==> src/rtl/core/three_channel_interval_timer_core_macros.svh <==
// Assertion macros used by the interval timer core top level.
`ifndef THREE_CHANNEL_INTERVAL_TIMER_CORE_MACROS_SVH
`define THREE_CHANNEL_INTERVAL_TIMER_CORE_MACROS_SVH

// Check a property on every clock edge outside reset.
`define TCIT_ASSERT(lbl, prop, msg) \
    lbl: assert property (@(posedge i_clk) disable iff (!i_rst_n) (prop)) else $error(msg);

// Check a property on every clock edge, reset included.
`define TCIT_ASSERT_ALWAYS(lbl, prop, msg) \
    lbl: assert property (@(posedge i_clk) (prop)) else $error(msg);

`endif

==> src/rtl/core/tcit_pkg.sv <==
// Types, codes and helpers for the three-channel interval timer core.
`timescale 1ns / 1ps
`default_nettype none

package tcit_pkg;

    localparam int NUM_CH   = 3;
    localparam int GATED_CH = 2;

    // Request types
    localparam logic [1:0] REQ_READ  = 2'd0;
    localparam logic [1:0] REQ_WRITE = 2'd1;
    localparam logic [1:0] REQ_GATE  = 2'd2;
    localparam logic [1:0] REQ_TICK  = 2'd3;

    // Port offsets
    localparam logic [1:0] PORT_CTRL = 2'd3;

    // Access modes from control word bits 5:4
    localparam logic [1:0] ACC_LATCH = 2'd0;
    localparam logic [1:0] ACC_LSB   = 2'd1;
    localparam logic [1:0] ACC_MSB   = 2'd2;
    localparam logic [1:0] ACC_BOTH  = 2'd3;

    // Control word field used to skip a write
    localparam logic [1:0] CH_NONE = 2'd3;

    localparam logic [7:0]  CTRL_READ_VAL = 8'hFF;
    localparam logic [15:0] ZERO_HALF     = 16'h8000;

    typedef struct packed {
        logic [1:0] req_type;
        logic [1:0] port_sel;
        logic [7:0] write_data;
        logic       gate_level;
    } t_req;

    typedef struct packed {
        logic [7:0] read_data;
        logic       ch0_rose;
        logic       out0_level;
        logic       out1_level;
        logic       out2_level;
    } t_rsp;

    // Half period for a loaded count: max(1, n/2), 0x8000 for zero.
    function automatic logic [15:0] half_of(input logic [15:0] n);
        logic [15:0] h;
        h = {1'b0, n[15:1]};
        if (n == 16'd0) begin
            h = ZERO_HALF;
        end else if (h == 16'd0) begin
            h = 16'd1;
        end
        return h;
    endfunction

endpackage

`default_nettype wire

==> src/rtl/core/three_channel_interval_timer_core.sv <==
// Top level of the three-channel square-wave interval timer core.
// A result beat is registered and appears in the cycle after its request beat is accepted.
// Throughput: one request per cycle; input ready drops only while a result
//   beat is held and the output side is not taking it.
// Reset (i_rst_n low, synchronous): all channels stop with outputs high,
//   counts, latches and byte flags clear, gate 2 low, output register empty.
`timescale 1ns / 1ps
`default_nettype none

`include "three_channel_interval_timer_core_macros.svh"

module three_channel_interval_timer_core (
    input  wire logic             i_clk,
    input  wire logic             i_rst_n,
    input  wire logic             i_in_valid,
    output logic                  o_in_ready,
    input  wire tcit_pkg::t_req   i_in_data,
    output logic                  o_out_valid,
    input  wire logic             i_out_ready,
    output tcit_pkg::t_rsp        o_out_data
);

    localparam int NC = tcit_pkg::NUM_CH;

    // Per-channel timer state
    logic [15:0] r_count       [NC];
    logic [15:0] n_count       [NC];
    logic [15:0] r_half        [NC];
    logic [15:0] n_half        [NC];
    logic [15:0] r_latched     [NC];
    logic [15:0] n_latched     [NC];
    logic [7:0]  r_low_hold    [NC];
    logic [7:0]  n_low_hold    [NC];
    logic [1:0]  r_mode        [NC];
    logic [1:0]  n_mode        [NC];
    logic [NC-1:0] r_running, n_running;
    logic [NC-1:0] r_out_lvl, n_out_lvl;
    logic [NC-1:0] r_latch_held, n_latch_held;
    logic [NC-1:0] r_latch_hi, n_latch_hi;
    logic [NC-1:0] r_data_hi, n_data_hi;
    logic          r_gate, n_gate;

    // Output register
    logic            r_out_valid;
    tcit_pkg::t_rsp  r_out_data;
    tcit_pkg::t_rsp  n_rsp;

    logic in_accept;

    // The output register parts the two sides: take a new beat whenever the
    // held result is gone or is leaving this cycle.
    assign o_in_ready  = !r_out_valid || i_out_ready;
    assign in_accept   = i_in_valid && o_in_ready;
    assign o_out_valid = r_out_valid;
    assign o_out_data  = r_out_data;

    // Single pass over the request: every channel decides its own next state
    // from the request fields and its current registers.
    always_comb begin
        logic [15:0] base;
        logic [15:0] dec;
        logic [15:0] load_val;
        logic        do_load;
        logic        sel;
        logic        ctrl_sel;
        logic [7:0]  rd;
        logic        rose;

        rd   = 8'd0;
        rose = 1'b0;
        n_gate = r_gate;
        n_running    = r_running;
        n_out_lvl    = r_out_lvl;
        n_latch_held = r_latch_held;
        n_latch_hi   = r_latch_hi;
        n_data_hi    = r_data_hi;

        if (i_in_data.req_type == tcit_pkg::REQ_READ
                && i_in_data.port_sel == tcit_pkg::PORT_CTRL) begin
            rd = tcit_pkg::CTRL_READ_VAL;
        end
        if (i_in_data.req_type == tcit_pkg::REQ_GATE) begin
            n_gate = i_in_data.gate_level;
        end

        for (int c = 0; c < NC; c++) begin
            n_count[c]    = r_count[c];
            n_half[c]     = r_half[c];
            n_latched[c]  = r_latched[c];
            n_low_hold[c] = r_low_hold[c];
            n_mode[c]     = r_mode[c];

            sel      = (i_in_data.port_sel == 2'(c));
            ctrl_sel = (i_in_data.write_data[7:6] == 2'(c));
            do_load  = 1'b0;
            load_val = 16'd0;
            base     = (r_count[c] == 16'd0) ? r_half[c] : r_count[c];
            dec      = base - 16'd1;

            case (i_in_data.req_type)
                tcit_pkg::REQ_READ: begin
                    if (sel) begin
                        if (r_latch_held[c]) begin
                            if (r_mode[c] == tcit_pkg::ACC_MSB) begin
                                n_latch_held[c] = 1'b0;
                                rd = r_latched[c][15:8];
                            end else if (r_mode[c] == tcit_pkg::ACC_LSB) begin
                                n_latch_held[c] = 1'b0;
                                rd = r_latched[c][7:0];
                            end else if (!r_latch_hi[c]) begin
                                n_latch_hi[c] = 1'b1;
                                rd = r_latched[c][7:0];
                            end else begin
                                n_latch_held[c] = 1'b0;
                                n_latch_hi[c]   = 1'b0;
                                rd = r_latched[c][15:8];
                            end
                        end else if (r_mode[c] == tcit_pkg::ACC_MSB) begin
                            rd = r_count[c][15:8];
                        end else if (r_mode[c] == tcit_pkg::ACC_LSB) begin
                            rd = r_count[c][7:0];
                        end else begin
                            // shared byte flag with writes
                            n_data_hi[c] = !r_data_hi[c];
                            rd = r_data_hi[c] ? r_count[c][15:8] : r_count[c][7:0];
                        end
                    end
                end
                tcit_pkg::REQ_WRITE: begin
                    if (i_in_data.port_sel == tcit_pkg::PORT_CTRL) begin
                        if (ctrl_sel && i_in_data.write_data[7:6] != tcit_pkg::CH_NONE) begin
                            if (i_in_data.write_data[5:4] == tcit_pkg::ACC_LATCH) begin
                                n_latch_held[c] = 1'b1;
                                n_latched[c]    = r_count[c];
                                n_latch_hi[c]   = 1'b0;
                            end else begin
                                n_mode[c]    = i_in_data.write_data[5:4];
                                n_data_hi[c] = 1'b0;
                                n_running[c] = 1'b0;
                            end
                        end
                    end else if (sel) begin
                        if (r_mode[c] == tcit_pkg::ACC_LSB) begin
                            do_load  = 1'b1;
                            load_val = {8'd0, i_in_data.write_data};
                        end else if (r_mode[c] == tcit_pkg::ACC_MSB) begin
                            do_load  = 1'b1;
                            load_val = {i_in_data.write_data, 8'd0};
                        end else if (!r_data_hi[c]) begin
                            n_low_hold[c] = i_in_data.write_data;
                            n_data_hi[c]  = 1'b1;
                        end else begin
                            do_load      = 1'b1;
                            load_val     = {i_in_data.write_data, r_low_hold[c]};
                            n_data_hi[c] = 1'b0;
                        end
                    end
                end
                tcit_pkg::REQ_GATE: begin
                    if (c == tcit_pkg::GATED_CH) begin
                        if (!i_in_data.gate_level) begin
                            n_out_lvl[c] = 1'b1;
                        end else if (!r_gate) begin
                            n_count[c] = r_half[c];
                        end
                    end
                end
                tcit_pkg::REQ_TICK: begin
                    if (r_running[c] && (c != tcit_pkg::GATED_CH || r_gate)) begin
                        n_count[c] = dec;
                        if (dec == 16'd0) begin
                            n_out_lvl[c] = !r_out_lvl[c];
                            if (c == 0) begin
                                rose = !r_out_lvl[c];
                            end
                        end
                    end
                end
                default: begin
                end
            endcase

            if (do_load) begin
                n_half[c]    = tcit_pkg::half_of(load_val);
                n_count[c]   = tcit_pkg::half_of(load_val);
                n_running[c] = 1'b1;
                n_out_lvl[c] = 1'b1;
            end
        end

        n_rsp.read_data  = rd;
        n_rsp.ch0_rose   = rose;
        n_rsp.out0_level = n_out_lvl[0];
        n_rsp.out1_level = n_out_lvl[1];
        n_rsp.out2_level = n_out_lvl[2];
    end

    // Hold state between beats; advance it only on an accepted request beat.
    always_ff @(posedge i_clk) begin
        if (!i_rst_n) begin
            for (int c = 0; c < NC; c++) begin
                r_count[c]    <= 16'd0;
                r_half[c]     <= 16'd0;
                r_latched[c]  <= 16'd0;
                r_low_hold[c] <= 8'd0;
                r_mode[c]     <= tcit_pkg::ACC_LATCH;
            end
            r_running    <= '0;
            r_out_lvl    <= '1;
            r_latch_held <= '0;
            r_latch_hi   <= '0;
            r_data_hi    <= '0;
            r_gate       <= 1'b0;
            r_out_valid  <= 1'b0;
        end else begin
            if (in_accept) begin
                r_count      <= n_count;
                r_half       <= n_half;
                r_latched    <= n_latched;
                r_low_hold   <= n_low_hold;
                r_mode       <= n_mode;
                r_running    <= n_running;
                r_out_lvl    <= n_out_lvl;
                r_latch_held <= n_latch_held;
                r_latch_hi   <= n_latch_hi;
                r_data_hi    <= n_data_hi;
                r_gate       <= n_gate;
                r_out_valid  <= 1'b1;
            end else if (i_out_ready) begin
                // drop the result beat once it is taken
                r_out_valid <= 1'b0;
            end
        end
    end

    // Result payload needs no reset: it is qualified by r_out_valid.
    always_ff @(posedge i_clk) begin
        if (in_accept) begin
            r_out_data <= n_rsp;
        end
    end

    `TCIT_ASSERT_ALWAYS(a_reset_empties_out, !i_rst_n |=> !o_out_valid, "result beat after reset")
    `TCIT_ASSERT(a_ctrl_read_ff, (in_accept && i_in_data.req_type == tcit_pkg::REQ_READ && i_in_data.port_sel == tcit_pkg::PORT_CTRL) |=> (o_out_valid && o_out_data.read_data == tcit_pkg::CTRL_READ_VAL), "control port read not 0xFF")
    `TCIT_ASSERT(a_nonread_zero, (in_accept && i_in_data.req_type != tcit_pkg::REQ_READ) |=> (o_out_data.read_data == 8'd0), "read data nonzero on a non-read")
    `TCIT_ASSERT(a_gate_low_out_high, !r_gate |-> r_out_lvl[tcit_pkg::GATED_CH], "channel 2 low with gate low")
    `TCIT_ASSERT(a_levels_match, o_out_valid |-> (o_out_data.out0_level == r_out_lvl[0] && o_out_data.out1_level == r_out_lvl[1] && o_out_data.out2_level == r_out_lvl[2]), "result levels differ from state")
    `TCIT_ASSERT(a_rose_high, (o_out_valid && o_out_data.ch0_rose) |-> o_out_data.out0_level, "rise reported with channel 0 low")

endmodule

`default_nettype wire
==> config.mk <==
export PLATFORM = sky130hd
export DESIGN_NAME = three_channel_interval_timer_core
export DESIGN_NICKNAME = d
export VERILOG_FILES = /design/src/rtl/core/tcit_pkg.sv /design/src/rtl/core/three_channel_interval_timer_core.sv
export VERILOG_INCLUDE_DIRS = /design/src /design/src/rtl/core
export SDC_FILE = /design/constraint.sdc
export NUM_CORES = 1
export LEC_CHECK = 0
export BUFFER_PORTS_ARGS = -buffer_cell sky130_fd_sc_hd__buf_2
export CAP_MARGIN = 5
export CORE_MARGIN = 4
export CORE_UTILIZATION = 57
export CTS_BUF_LIST = sky130_fd_sc_hd__clkbuf_4 sky130_fd_sc_hd__clkbuf_8 sky130_fd_sc_hd__clkbuf_16
export CTS_CLUSTER_DIAMETER = 120
export DETAILED_ROUTE_END_ITERATION = 8
export GPL_ROUTABILITY_DRIVEN = 1
export PLACE_DENSITY_LB_ADDON = 0.15
export SKIP_CTS_REPAIR_TIMING = 1
export SLEW_MARGIN = 5
export SYNTH_ARGS = -nofsm -noshare
export SYNTH_HDL_FRONTEND = slang
export SYNTH_SLANG_ARGS = --single-unit
export TNS_END_PERCENT = 5
==> constraint.sdc <==
create_clock -name i_clk -period 4.4 [get_ports i_clk]
set_input_delay 1.32 -clock i_clk [delete_from_list [all_inputs] [get_ports i_clk]]
set_output_delay 1.32 -clock i_clk [all_outputs]
set_load 0.02 [all_outputs]
After elaboration in Yosys (flattened, before gate mapping). Cells that the tools add are included.

Register bits after elaboration: 203. Logic and storage cells: 367.

$add $sub $neg: 3. Eq/ne operators: 54. Multiplexer cells: 189. Bitwise operators: 11. Reductions and logical operators: 75.

Operator list (count): $mux 16 (34); $mux 8 (28); $logic_not 16->1 (9); $mux 1 (113); $reduce_and 5->1 (10); $sub 16x1->16 const B (3); $logic_not 15->1 (3); $mux 15 (3); $ne 3x3->1 const B (14); $ne 2x2->1 const B (19); $reduce_and 11->1 (3); $pmux 16 s2 (1); $reduce_bool 2->1 (15); $reduce_and 9->1 (3); $reduce_and 7->1 (3); $pmux 1 s2 (10); $reduce_and 6->1 (3); $eq 2x2->1 const B (8); $eq 2x1->1 const B (6); $not 1->1 (11); $ne 2x1->1 const B (5); $reduce_and 3->1 (3); $logic_not 2->1 (4); $reduce_and 2->1 (4); 5 further kinds (17).

Longest topological paths before layout. Gate-level depths: netlist of run 1.

Depth in word-level cells: 10. Gate-level depth with buffers: 16. Gate-level depth less buffers: 13.

Least setup slack after synthesis of run 1. OpenSTA, ideal clock, no wires.

Path kind: flip-flop to flip-flop. From: register r_count[47] (netlist name). To: register r_out_data (netlist bit o_out_data[2]), data pin. Library setup time: 266 ps. Arrival time: 3739 ps. Data required time: 4134 ps. Slack: 396 ps. Cell stages (with the launch flop): 16. Path through: dfxtp_1 clkbuf_1 or3_1 or2_0 buf_6 nor2_2 a21oi_1 ha_1 or4b_1 nor3_2 o311ai_4 mux2_1 a211oi_1 or4_4 o21ai_1 or3b_1.

Cells in the longest elaborated chain, start to end: 8.

RTL lines: from (decl) (line three_channel_interval_timer_core.sv:26) `logic [15:0] r_count [NC];`; from (signal assigned) (line three_channel_interval_timer_core.sv:217) `r_count <= n_count;`; $logic_not 16->1 (line three_channel_interval_timer_core.sv:97) `base = (r_count[c] == 16'd0) ? r_half[c] : r_count[c];`; $mux 16 * (line three_channel_interval_timer_core.sv:97); $sub 16x1->16 * (line three_channel_interval_timer_core.sv:98) `dec = base - 16'd1;`; $logic_not 16->1 * (line three_channel_interval_timer_core.sv:171) `if (dec == 16'd0) begin`; $mux 1 * (line three_channel_interval_timer_core.sv:171); $mux 1 * (line three_channel_interval_timer_core.sv:169) `if (r_running[c] && (c != tcit_pkg::GATED_CH || r_gate)) begin`; $mux 1 * (line three_channel_interval_timer_core.sv:100) `case (i_in_data.req_type)`; $mux 1 * (line three_channel_interval_timer_core.sv:183) `if (do_load) begin`; net n_out_lvl[0] (line three_channel_interval_timer_core.sv:37) `logic [NC-1:0] r_out_lvl, n_out_lvl;`; to (signal assigned) (line three_channel_interval_timer_core.sv:239) `r_out_data <= n_rsp;`; to (decl) (line three_channel_interval_timer_core.sv:45) `tcit_pkg::t_rsp r_out_data;`.

Mark *: on every way through the listed nets, which the timed path passes. The rest lies on a longest branch. A chain may end at the register's enable or synchronous reset.

Worst setup path after layout of run 1. Ends and elaborated chain as after synthesis.

==> Flow_metrics.wiki, run 1 <==
{| class="wikitable"
! Metric !! Value
|-
| Core Footprint || 0.0221 mm2
|-
| Status || finished clean
|-
| Worst hold slack || 0.461 ns
|-
| Number of placement rows || 54
|-
| Detailed router's first-iteration violation count || 1,507
|-
| Die height || 159 um
|-
| DR DRC count || 0
|-
| Shortest period the worst path allows || 4.05 ns
|-
| Crit Path Category || flop to flop
|-
| Synthesis warning total || 0
|-
| Antenna violations before repair || 0
|-
| Total global routing track utilization || 32.7%
|-
| Setup ws final || 0.355 ns
|-
| Flop and latch count out of synthesis || 203
|-
| Number of CTS-inserted buffers || 23
|-
| Cell chosen for the clock root || sky130_fd_sc_hd__clkbuf_16
|-
| Commonest non-fill, non-tap cells in the layout || 235 x sky130_fd_sc_hd__nand2_1, 191 x sky130_fd_sc_hd__dfxtp_1, 133 x sky130_fd_sc_hd__nor2_1, 113 x sky130_fd_sc_hd__a21oi_1, 109 x sky130_fd_sc_hd__o21ai_0
|-
| Routed WL per cell || 21.4 um
|-
| Final hold violation count || 0
|-
| Clk slew on worst S/H paths || 0.06 ns
|-
| Global route overflow || 0
|-
| CTS max path bufs || 3
|-
| Compound-gate portion of the synthesized area || 28.3%
|-
| Average cell area after synthesis || 7.66 um2
|-
| Sum of internal, switching and leakage power || 4.30 mW
|-
| Via count of the first global-routing pass || 11,500
|-
| End point of the most critical hold path || r_latched[26]
|-
| Proportion of synthesized chip area in sequential cells || 32.3%
|-
| Dominant combinational cell family by area after synthesis || compound AO/OA/AOI/OAI gates
|-
| TritonCTS clock tree || built
|-
| Worst slack at placement || 0.311 ns
|-
| Worst IR Drop VDD || 0.291 mV
|-
| Pin slew with the least headroom to its limit || 1.17 ns
|-
| Antenna Cells || 0
|-
| Initial Utilization || 58.6%
|-
| Worst r2r src || r_count[47]
|-
| Worst Skew || 0.0119 ns
|-
| Post-route clock period utilization || 91.9%
|-
| Finish-stage setup viols || 0
|-
| Area overhead of the layout relative to synthesis || 9.97%
|-
| Hold wc startpoint || r_latched[26]
|-
| Setup total negative slack || 0 ns
|-
| Reg2reg path depth || 12
|-
| Count of pins over their slew limit || 0
|-
| Mux share of post-synthesis cell area || 6.82%
|-
| H-tree depth || 1
|-
| Ys flop type || sky130_fd_sc_hd__dfxtp_1
|-
| Largest net degree at the start of global routing || 80
|-
| Startpoint types || flop
|-
| Critical-path maximum fanout || 8
|-
| Clk_lat worst skew || 0.51 ns
|-
| Data arrival time of the critical path || 4.30 ns
|-
| Setup repair after global routing missed its margin || false
|-
| Required time at the worst-slack endpoint || 4.65 ns
|-
| Detailed-route wire length || 42,100 um
|-
| Synthesized netlist net count || 1,718
|-
| First-pass GRT wire length || 65,300 um
|-
| Static power due to leakage || 5.40 nW
|-
| Horizontal die dimension || 159 um
|-
| I/O pin count || 31
|-
| Total number of clock tree sinks || 203
|-
| Crit path capture type || flop
|-
| MaxCap Viol Count || 0
|-
| Detailed placer's ending HPWL || 30,400 um
|-
| Via count || 12,900
|-
| Post-synthesis share of cell area spent on full adders, half adders and majority gates || 1.24%
|-
| Share of layout cells above drive strength 1 || 11.3%
|-
| Vias per std cell || 6.57
|-
| Number of flops mapped to enable cells by yosys || 12
|-
| Final standard cell utilization of the core || 64.4%
|-
| Net count reported at finish || 1,704
|-
| Fraction of registers with async set or reset after synthesis || 0%
|-
| Area share of xor/xnor cells in the synthesized design || 0.948%
|-
| Worst relative slew slack || 22.0%
|-
| Internal reg-to-reg setup slack || 0.35 ns
|-
| Launch point of the critical path || r_count[47]
|-
| Min-Delay Path Class || flop to flop
|-
| Buffers on Ports || 30
|-
| Cell count after synthesis || 1,689
|-
| Number of nets still failing antenna checks after routing || 0
|-
| Most frequent standard cell in the layout excluding fill and tap cells || sky130_fd_sc_hd__nand2_1
|-
| Number of distinct library cell variants in the gate-level netlist after synthesis || 89
|-
| Maximum operating frequency || 0.247 GHz
|-
| Cell depth of the worst min-delay path || 2
|-
| Detailed Routing Iterations Pass 1 || 6
|-
| Total Die Area || 0.0252 mm2
|-
| RePlAce Congestion || 0.987
|-
| Capturing point of the worst reg2reg path || o_out_data[2]
|-
| Power per unit of standard cell area || 302 mW/mm2
|-
| Simple-gate area share of the yosys netlist || 25.4%
|-
| Post-synthesis cell area || 0.0129 mm2
|}
synthesized netlist by cell type, drive strengths merged, types with 6 or more instances:
| library cell | number | share of area (%) |
|---|---|---|
| a21oi | 114 | 4.4 |
| nor3 | 42 | 1.7 |
| nor4bb | 7 | 0.54 |
| a211o | 6 | 0.41 |
| or4 | 10 | 0.64 |
| buf | 14 | 0.56 |
| a211oi | 31 | 1.8 |
| nor2b | 46 | 2.2 |
| xnor2 | 6 | 0.41 |
| and2 | 21 | 1.0 |
| and4 | 7 | 0.47 |
| o221ai | 6 | 0.41 |
| a22oi | 17 | 0.99 |
| o21a | 8 | 0.46 |
| dfxtp | 191 | 30 |
| a31o | 7 | 0.47 |
| nor4 | 23 | 1.3 |
| nor2 | 134 | 3.9 |
| o22ai | 7 | 0.34 |
| a31oi | 32 | 1.5 |
| clkbuf | 123 | 3.6 |
| or2 | 12 | 0.58 |
| edfxtp | 12 | 2.8 |
| mux2 | 17 | 1.5 |
| nand4 | 11 | 0.53 |
| ha | 12 | 1.2 |
| nand4b | 6 | 0.41 |
| or3 | 16 | 0.77 |
| a32oi | 7 | 0.47 |
| o211a | 11 | 0.85 |
| o21ai | 115 | 4.4 |
| o31ai | 13 | 0.75 |
| xor2 | 8 | 0.54 |
| a21boi | 93 | 5.4 |
| and3 | 15 | 0.73 |
| mux2i | 69 | 5.3 |
| nor3b | 14 | 0.81 |
| nand3 | 44 | 1.7 |
| o211ai | 17 | 0.99 |
| inv | 27 | 0.78 |
| nand2 | 235 | 6.8 |
through the flow:
step                      std cells  area [um2]
after detailed placement       1930       13400
after floorplan                1689       12900
final                          1968       14200
after global routing           1968       14200
after CTS                      1968       14200
after global placement         1930       13400
routing by layer:
metal	share of wire [%]	GRT usage, %	routed length (um)	vias up
met5	0	0	0	-
met4	3.5	9.91	1460	0
met3	8.4	4.68	3540	87
met2	42	48.8	17700	560
met1	46	48.9	19400	6136
li1	-	-	-	6152
cells by family (layout without fill, tap and decap cells):
group / Yosys count / count (layout)
AO/OA/AOI/OAI: 547 / 547
XOR/XNOR: 14 / 14
adder cells (fa/ha/maj): 13 / 13
buffers and inverters: 164 / 163
flip-flops: 203 / 203
multiplexers: 86 / 86
AND/OR/NAND/NOR: 662 / 662
area by class of cell:
type / count / area, um2
fillers: 1978 / 7870
clock buffers: 32 / 686
clock inverters: 6 / 81.3
inverters: 27 / 101
flip-flops and latches: 203 / 4180
multi-input cells: 1322 / 8150
well taps: 280 / 350
repair buffers: 98 / 676
worst max-delay path, cell delays in order, from the launching register on:
cell and delay, ns:
sky130_fd_sc_hd__dfxtp_1 0.47, sky130_fd_sc_hd__or3_1 0.23, sky130_fd_sc_hd__or2_0 0.19, sky130_fd_sc_hd__nor2_2 0.08, sky130_fd_sc_hd__a21oi_1 0.25, sky130_fd_sc_hd__ha_1 0.21
sky130_fd_sc_hd__or4b_4 0.54, sky130_fd_sc_hd__o41ai_2 0.41, sky130_fd_sc_hd__o211a_1 0.21, sky130_fd_sc_hd__nand4b_1 0.14, sky130_fd_sc_hd__or4_4 0.56, sky130_fd_sc_hd__o21ai_1 0.13
sky130_fd_sc_hd__or3b_1 0.34
state kept, by name (all words and copies together), names as in the netlist:
name          flops
r_low_hold       24
r_latch_held      3
r_out_lvl         3
r_mode            6
r_latch_hi        3
o_out_valid       1
r_data_hi         3
r_running         3
r_gate            1
r_count          48
r_half           48
r_latched        48
o_out_data       12
report_power, final:
part / switching, mW / internal [mW]
logic: 0.286 / 0.160
registers: 0.0220 / 1.87
clock network: 0.764 / 1.20
total: 1.07 / 3.23
how the worst max path moves through the flow:
stage	to	slack, ns	cells past startpoint
2_1_floorplan	o_out_data[2]	0.40	15
3_3_place_gp	o_out_data[2]	0.37	13
3_5_place_dp	o_out_data[2]	0.31	13
4_1_cts	o_out_data[2]	0.28	13
5_1_grt	o_out_data[2]	0.1	12
6_report	o_out_data[2]	0.35	12
No activity file was read; power rests on OpenSTA's default activity.
==> run 2, diff against run 1 <==
REMOVE_ABC_BUFFERS = 1   (was default)
clock period = 3.8 ns   (was 4.4 ns; I/O delays follow)
==> run 2 against run 1 <==
  * Highest routed layer unchanged
  * Clock power up 21%
  * Non-clock buffer count up 61
  * Clock-buffer cell count down 1
  * Combinational power up 25%
  * Register-to-register slack worse by 0.18 ns
  * Critical path type unchanged
  * Via count up 3.3%
==> Flow_metrics.wiki, run 2 (same netlist as run 1, synthesis figures left out) <==
{| class="wikitable"
! Metric !! Value
|-
| Status || finished clean
|-
| Crit path capture type || flop
|-
| Cells along the critical path || or4_4 -> or2_4 -> nor2_4 -> a21oi_2 -> ha_2 -> or4b_4 -> nor3_4 -> o311ai_1 -> mux2i_1 -> o2111ai_1 -> or4_4 -> o21ai_1 -> or3b_1
|-
| Clk slew on worst S/H paths || 0.06 ns (about the same)
|-
| Antenna violations before repair || 0 (unchanged)
|-
| Fill count || 1,957 (-1.1%)
|-
| Largest net degree at the start of global routing || 60 (-25%)
|-
| TritonCTS clock tree || built
|-
| Worst relative slew slack || 33.8% (+12 points)
|-
| Worst stage delay on the critical path || 0.54 ns (-0.02 ns)
|-
| Total Die Area || 0.0252 mm2 (unchanged)
|-
| Maximum operating frequency || 0.276 GHz (+12%)
|-
| Clk_lat worst skew || 0.53 ns (+0.02 ns)
|-
| Worst hold slack || 0.462 ns (+0.00113 ns)
|-
| Setup repair after global routing missed its margin || false
|-
| H-tree depth || 1 (unchanged)
|-
| Proportion of power drawn by combinational gates || 10.9% (+0.5 points)
|-
| Horizontal die dimension || 159 um (unchanged)
|-
| Power share of the clock group || 46.3% (+0.7 points)
|-
| Crit Path Category || flop to flop
|-
| Area overhead of the layout relative to synthesis || 14.0%
|-
| CP delay by family, top || simple AND/OR/NAND/NOR gates
|-
| Net count reported at finish || 1,766 (+3.6%)
|-
| Setup ws final || 0.179 ns (-0.175 ns)
|-
| Setup total negative slack || 0 ns (unchanged)
|-
| Total number of clock tree sinks || 203 (unchanged)
|-
| Routed WL per cell || 21.4 um (-0.20%)
|-
| Startpoint types || flop
|-
| MaxCap Viol Count || 0 (unchanged)
|-
| Finish-stage setup viols || 0 (unchanged)
|-
| First-pass GRT wire length || 68,400 um (+4.7%)
|-
| Buffers on Ports || 30 (unchanged)
|-
| Buffer and inverter count on the worst path || 0 (unchanged)
|-
| Via count || 13,400 (+3.3%)
|-
| Total global routing track utilization || 33.9% (+1.2 points)
|-
| Detailed router's first-iteration violation count || 1,478 (-1.9%)
|-
| Largest registers || r_count x48, r_half x48, r_latched x48
|-
| Detailed placer's ending HPWL || 30,900 um (+1.7%)
|-
| Number of CTS-inserted buffers || 24 (+4.3%)
|-
| Slowest cell on the critical path || sky130_fd_sc_hd__or4_4
|-
| Shortest period the worst path allows || 3.62 ns (-0.425 ns)
|-
| Min-Delay Path Class || flop to flop
|-
| Detailed Routing Iterations Pass 1 || 8 (+2)
|-
| I/O pin count || 31 (unchanged)
|-
| Final hold violation count || 0 (unchanged)
|-
| Count of pins over their slew limit || 0 (unchanged)
|-
| Worst slack at placement || 0.0261 ns (-0.285 ns)
|-
| Required time at the worst-slack endpoint || 4.06 ns (-0.59 ns)
|-
| Detailed-route wire length || 43,500 um (+3.2%)
|-
| Psw || 1.33 mW (+24%)
|-
| Worst IR Drop VDD || 0.354 mV (+22%)
|-
| Post-route clock period utilization || 95.3% (+3.3 points)
|-
| Power per unit of standard cell area || 347 mW/mm2 (+15%)
|-
| Share of layout cells above drive strength 1 || 14.5% (+3.3 points)
|-
| Cell chosen for the clock root || sky130_fd_sc_hd__clkbuf_16
|-
| Final instance area || 0.0147 mm2 (+3.7%)
|-
| Sequential cell fraction of total power || 42.8% (-1.2 points)
|-
| Via count of the first global-routing pass || 12,200 (+6.0%)
|-
| Internal power || 3.79 mW (+17%)
|-
| Pin slew with the least headroom to its limit || 0.984 ns (-0.186 ns)
|-
| Post-placement cell area || 0.0139 mm2 (+3.5%)
|-
| Worst Skew || 0.0106 ns (-0.00129 ns)
|-
| Global route overflow || 0 (unchanged)
|-
| Number of placement rows || 54 (unchanged)
|-
| Critical-path maximum fanout || 5 (-3)
|-
| DR DRC count || 0 (unchanged)
|-
| Die height || 159 um (unchanged)
|-
| Data arrival time of the critical path || 3.88 ns (-0.42 ns)
|-
| Core Footprint || 0.0221 mm2 (unchanged)
|-
| Switch share || 26.0% (+1.0 points)
|-
| Commonest non-fill, non-tap cells in the layout || 235 x sky130_fd_sc_hd__nand2_1, 191 x sky130_fd_sc_hd__dfxtp_1, 133 x sky130_fd_sc_hd__nor2_1, 128 x sky130_fd_sc_hd__buf_4, 111 x sky130_fd_sc_hd__a21oi_1
|-
| Vias per std cell || 6.57 (about the same)
|-
| Dominant cell type by count on the critical path || sky130_fd_sc_hd__or4_4
|-
| CTS max path bufs || 3 (unchanged)
|-
| Most frequent standard cell in the layout excluding fill and tap cells || sky130_fd_sc_hd__nand2_1
|-
| Static power due to leakage || 5.71 nW (+5.8%)
|-
| Initial Utilization || 58.6% (unchanged)
|-
| Number of nets still failing antenna checks after routing || 0 (unchanged)
|-
| RePlAce Congestion || 1.01 (+1.9%)
|-
| Antenna Cells || 0 (unchanged)
|}
[run 2: cell count changes in the layout (fill, tap and decap cells not counted), sizes merged]
cell | previous run | this run
inv | 28 | 29
buf | 98 | 159
clkbuf | 32 | 31
clkinv | 3 | 7
clkinvlp | 0 | 2
[run 2: worst min-delay path, stage by stage, from the launching register on]
cell and delay, ns:
sky130_fd_sc_hd__dfxtp_1 0.31, sky130_fd_sc_hd__nand2_1 0.05, sky130_fd_sc_hd__a21boi_0 0.06
[run 2: worst paths after layout]
check	end	cells after the start	from	slack [ns]
setup / recovery	o_out_data[2]	13	r_count[41]	0.18
hold / removal	r_latched[35]	2	r_latched[35]	0.46
setup reg to reg	o_out_data[2]	13	r_count[41]	0.18
hold reg to reg	r_latched[35]	2	r_latched[35]	0.46
[run 2: power by group through the flow]
stage	registers (mW)	clock network [mW]	logic [mW]
5_1_grt	2.19	2.49	0.597
4_1_cts	2.19	2.40	0.543
6_report	2.19	2.37	0.557
3_3_place_gp	2.23	0	0.536
3_5_place_dp	2.23	0	0.540
2_1_floorplan	2.24	0	0.298
[run 2: routing by layer]
metal | GRT usage (%) | wire, um | share of wire (%)
met1 | 46.8 | 18400 | 42
met2 | 54.2 | 19600 | 45
met3 | 4.38 | 3530 | 8.1
met4 | 13.3 | 1940 | 4.5
met5 | 0 | 0 | 0
[run 2: metrics by stage]
stage | power (mW) | cells | utilization, %
6_report | 5.11 | 2035 | 66.8
5_1_grt | 5.27 | 2035 | 66.8
4_1_cts | 5.13 | 2035 | 66.6
3_5_place_dp | 2.77 | 1991 | 62.9
3_3_place_gp | 2.77 | 1991 | 62.9
2_1_floorplan | 2.53 | 1552 | -
[run 2: area by class of cell]
| cell class | instances | area, um2 | area share (%) |
|---|---|---|---|
| Clock buffer | 31 | 689 | 4.67 |
| Multi-Input combinational cell | 1322 | 8150 | 55.3 |
| Clock inverter | 13 | 124 | 0.840 |
| Sequential cell | 203 | 4180 | 28.4 |
| Inverter | 27 | 101 | 0.687 |
| Tap cell | 280 | 350 | 2.38 |
| Timing Repair Buffer | 159 | 1150 | 7.77 |
==> run 3, diff against run 2 <==
CORE_UTILIZATION = 60   (was 57)
==> run 3 against run 2 <==
  * Combinational power is 0.9% lower
  * Flip-flop and latch count did not move
  * Register-to-register slack better by 0.03 ns
  * Via count shrank 1.3%
  * Sequential power is essentially flat
  * Final area decreased by 0.58%
  * Critical path depth did not move
  * Setup slack better by 0.028 ns
  * Cell count decreased by 0.93%
  * Worst hold slack barely moved
  * Largest cell class unchanged
==> Flow_metrics.wiki, run 3 (same netlist as run 1, synthesis figures left out) <==
{| class="wikitable"
! Metric !! Value
|-
| Required time at the worst-slack endpoint || 4.06 ns (about the same)
|-
| MaxCap Viol Count || 0 (unchanged)
|-
| Critical-path maximum fanout || 5 (unchanged)
|-
| I/O pin count || 31 (unchanged)
|-
| RePlAce Congestion || 1.00 (-0.11%)
|-
| Detailed Routing Iterations Pass 1 || 6 (-2)
|-
| Initial Utilization || 61.3% (+2.8 points)
|-
| Pin slew with the least headroom to its limit || 0.825 ns (-0.159 ns)
|-
| Global route overflow || 0 (unchanged)
|-
| Detailed placer's ending HPWL || 30,200 um (-2.3%)
|-
| Status || finished clean
|-
| Share of layout cells above drive strength 1 || 14.2% (-0.29 points)
|-
| Post-placement cell area || 0.0138 mm2 (-0.53%)
|-
| H-tree depth || 1 (unchanged)
|-
| Shortest period the worst path allows || 3.59 ns (-0.0281 ns)
|-
| Buffers on Ports || 30 (unchanged)
|-
| Setup repair after global routing missed its margin || false
|-
| Number of placement rows || 53 (-1.9%)
|-
| Final instance area || 0.0147 mm2 (-0.58%)
|-
| Worst hold slack || 0.461 ns (-0.000415 ns)
|-
| Largest net degree at the start of global routing || 97 (+62%)
|-
| Worst relative slew slack || 44.6% (+11 points)
|-
| Final standard cell utilization of the core || 69.5% (+2.8 points)
|-
| Maximum operating frequency || 0.278 GHz (+0.78%)
|-
| Count of pins over their slew limit || 0 (unchanged)
|-
| Total number of clock tree sinks || 203 (unchanged)
|-
| Post-route clock period utilization || 94.5% (-0.74 points)
|-
| Detailed-route wire length || 42,100 um (-3.1%)
|-
| Via count of the first global-routing pass || 12,500 (+2.3%)
|-
| Commonest non-fill, non-tap cells in the layout || 235 x sky130_fd_sc_hd__nand2_1, 191 x sky130_fd_sc_hd__dfxtp_1, 133 x sky130_fd_sc_hd__nor2_1, 119 x sky130_fd_sc_hd__buf_4, 110 x sky130_fd_sc_hd__a21oi_1
|-
| Core Footprint || 0.0211 mm2 (-4.6%)
|-
| Die height || 155 um (-2.4%)
|-
| DR DRC count || 0 (unchanged)
|-
| Met2 track demand over resource || 55.4% (+1.2 points)
|-
| Largest registers || r_count x48, r_half x48, r_latched x48
|-
| Most frequent standard cell in the layout excluding fill and tap cells || sky130_fd_sc_hd__nand2_1
|-
| Cell chosen for the clock root || sky130_fd_sc_hd__clkbuf_16
|-
| Total Die Area || 0.0240 mm2 (-4.8%)
|-
| Antenna violations before repair || 0 (unchanged)
|-
| Worst Skew || 0.00997 ns (-0.000680 ns)
|-
| Detailed router's first-iteration violation count || 1,274 (-14%)
|-
| Crit Path Category || flop to flop
|-
| Crit path capture type || flop
|-
| Min-Delay Path Class || flop to flop
|-
| Routed WL per cell || 20.9 um (-2.2%)
|-
| Horizontal die dimension || 155 um (-2.4%)
|-
| Antenna Cells || 0 (unchanged)
|-
| Total global routing track utilization || 33.9% (about the same)
|-
| Vias per std cell || 6.54 (-0.42%)
|-
| Finish-stage setup viols || 0 (unchanged)
|-
| GR peak layer || met2
|-
| Data arrival time of the critical path || 3.85 ns (-0.03 ns)
|-
| Via count || 13,200 (-1.3%)
|-
| Final hold violation count || 0 (unchanged)
|-
| Sum of internal, switching and leakage power || 5.04 mW (-1.5%)
|-
| CTS max path bufs || 3 (unchanged)
|-
| Power per unit of standard cell area || 344 mW/mm2 (-0.89%)
|-
| TritonCTS clock tree || built
|-
| Worst IR Drop VDD || 0.355 mV (+0.43%)
|-
| Global-route met1 utilization || 43.7% (-3.1 points)
|-
| Static power due to leakage || 5.67 nW (-0.67%)
|-
| Number of CTS-inserted buffers || 23 (-4.2%)
|-
| Clk slew on worst S/H paths || 0.06 ns (about the same)
|-
| Net count reported at finish || 1,756 (-0.57%)
|-
| First-pass GRT wire length || 66,700 um (-2.5%)
|-
| Startpoint types || flop
|-
| Fraction of met3 tracks used by global routing || 6.21% (+1.8 points)
|-
| Clk_lat worst skew || 0.51 ns (-0.02 ns)
|-
| Area overhead of the layout relative to synthesis || 13.3%
|-
| Number of nets still failing antenna checks after routing || 0 (unchanged)
|}
[run 3: cell types whose count changed in the layout (fill, tap and decap cells not counted), sizes merged]
cell	change
bufinv	-1
clkinvlp	-2
clkinv	-6
inv	-1
clkbuf	+5
buf	-9
[run 3: metrics by stage]
step	instances	setup slack, ns	setup TNS, ns
floorplan	1552	-0.668	-10.99
global placement	1977	0.119	0
detailed placement	1977	0.0336	0
CTS	2016	-0.0269	-0.0269
global route	2016	0.000836	0
finish	2016	0.208	0
[run 3: metal layers]
layer | vias to the layer above | share of wire, % | routed length [um]
met5 | - | 0 | 0
met4 | 0 | 4.6 | 1930
met3 | 107 | 8.4 | 3520
met2 | 618 | 46 | 19400
met1 | 6194 | 41 | 17200
li1 | 6264 | - | -
[run 3: power breakdown]
part	internal [mW]	leakage, nW	switching, mW
Clock	1.41	0.397	0.895
Combinational	0.202	3.62	0.350
Sequential	2.17	1.65	0.0185
Total	3.78	5.67	1.26
[run 3: cell type report]
type                    instances  area (um2)
clock buffers                  36         747
clock inverters                 3        41.3
fillers                      1783        6420
inverters                      27         101
multi-input cells            1322        8170
flip-flops and latches        203        4180
well taps                     275         344
repair buffers                150        1080
[run 3: critical path, stage by stage, from the launching register on]
cell and delay, ns:
sky130_fd_sc_hd__dfxtp_1 0.32, sky130_fd_sc_hd__or4_4 0.54, sky130_fd_sc_hd__or2_4 0.27, sky130_fd_sc_hd__nor2_4 0.12, sky130_fd_sc_hd__a21oi_2 0.08, sky130_fd_sc_hd__ha_2 0.20
sky130_fd_sc_hd__or4b_4 0.24, sky130_fd_sc_hd__nor3_4 0.06, sky130_fd_sc_hd__o311ai_2 0.09, sky130_fd_sc_hd__mux2i_1 0.29, sky130_fd_sc_hd__o2111ai_1 0.16, sky130_fd_sc_hd__or4_4 0.47
sky130_fd_sc_hd__o21ai_1 0.15, sky130_fd_sc_hd__or3b_1 0.34
[run 3: path summary, 6_finish.rpt]
| path | startpoint | end | slack, ns | depth (start not counted) |
|---|---|---|---|---|
| setup / recovery | r_count[41] | o_out_data[2] | 0.21 | 13 |
| hold / removal | r_latched[17] | r_latched[17] | 0.46 | 2 |
| setup reg to reg | r_count[41] | o_out_data[2] | 0.21 | 13 |
| hold reg to reg | r_latched[17] | r_latched[17] | 0.46 | 2 |
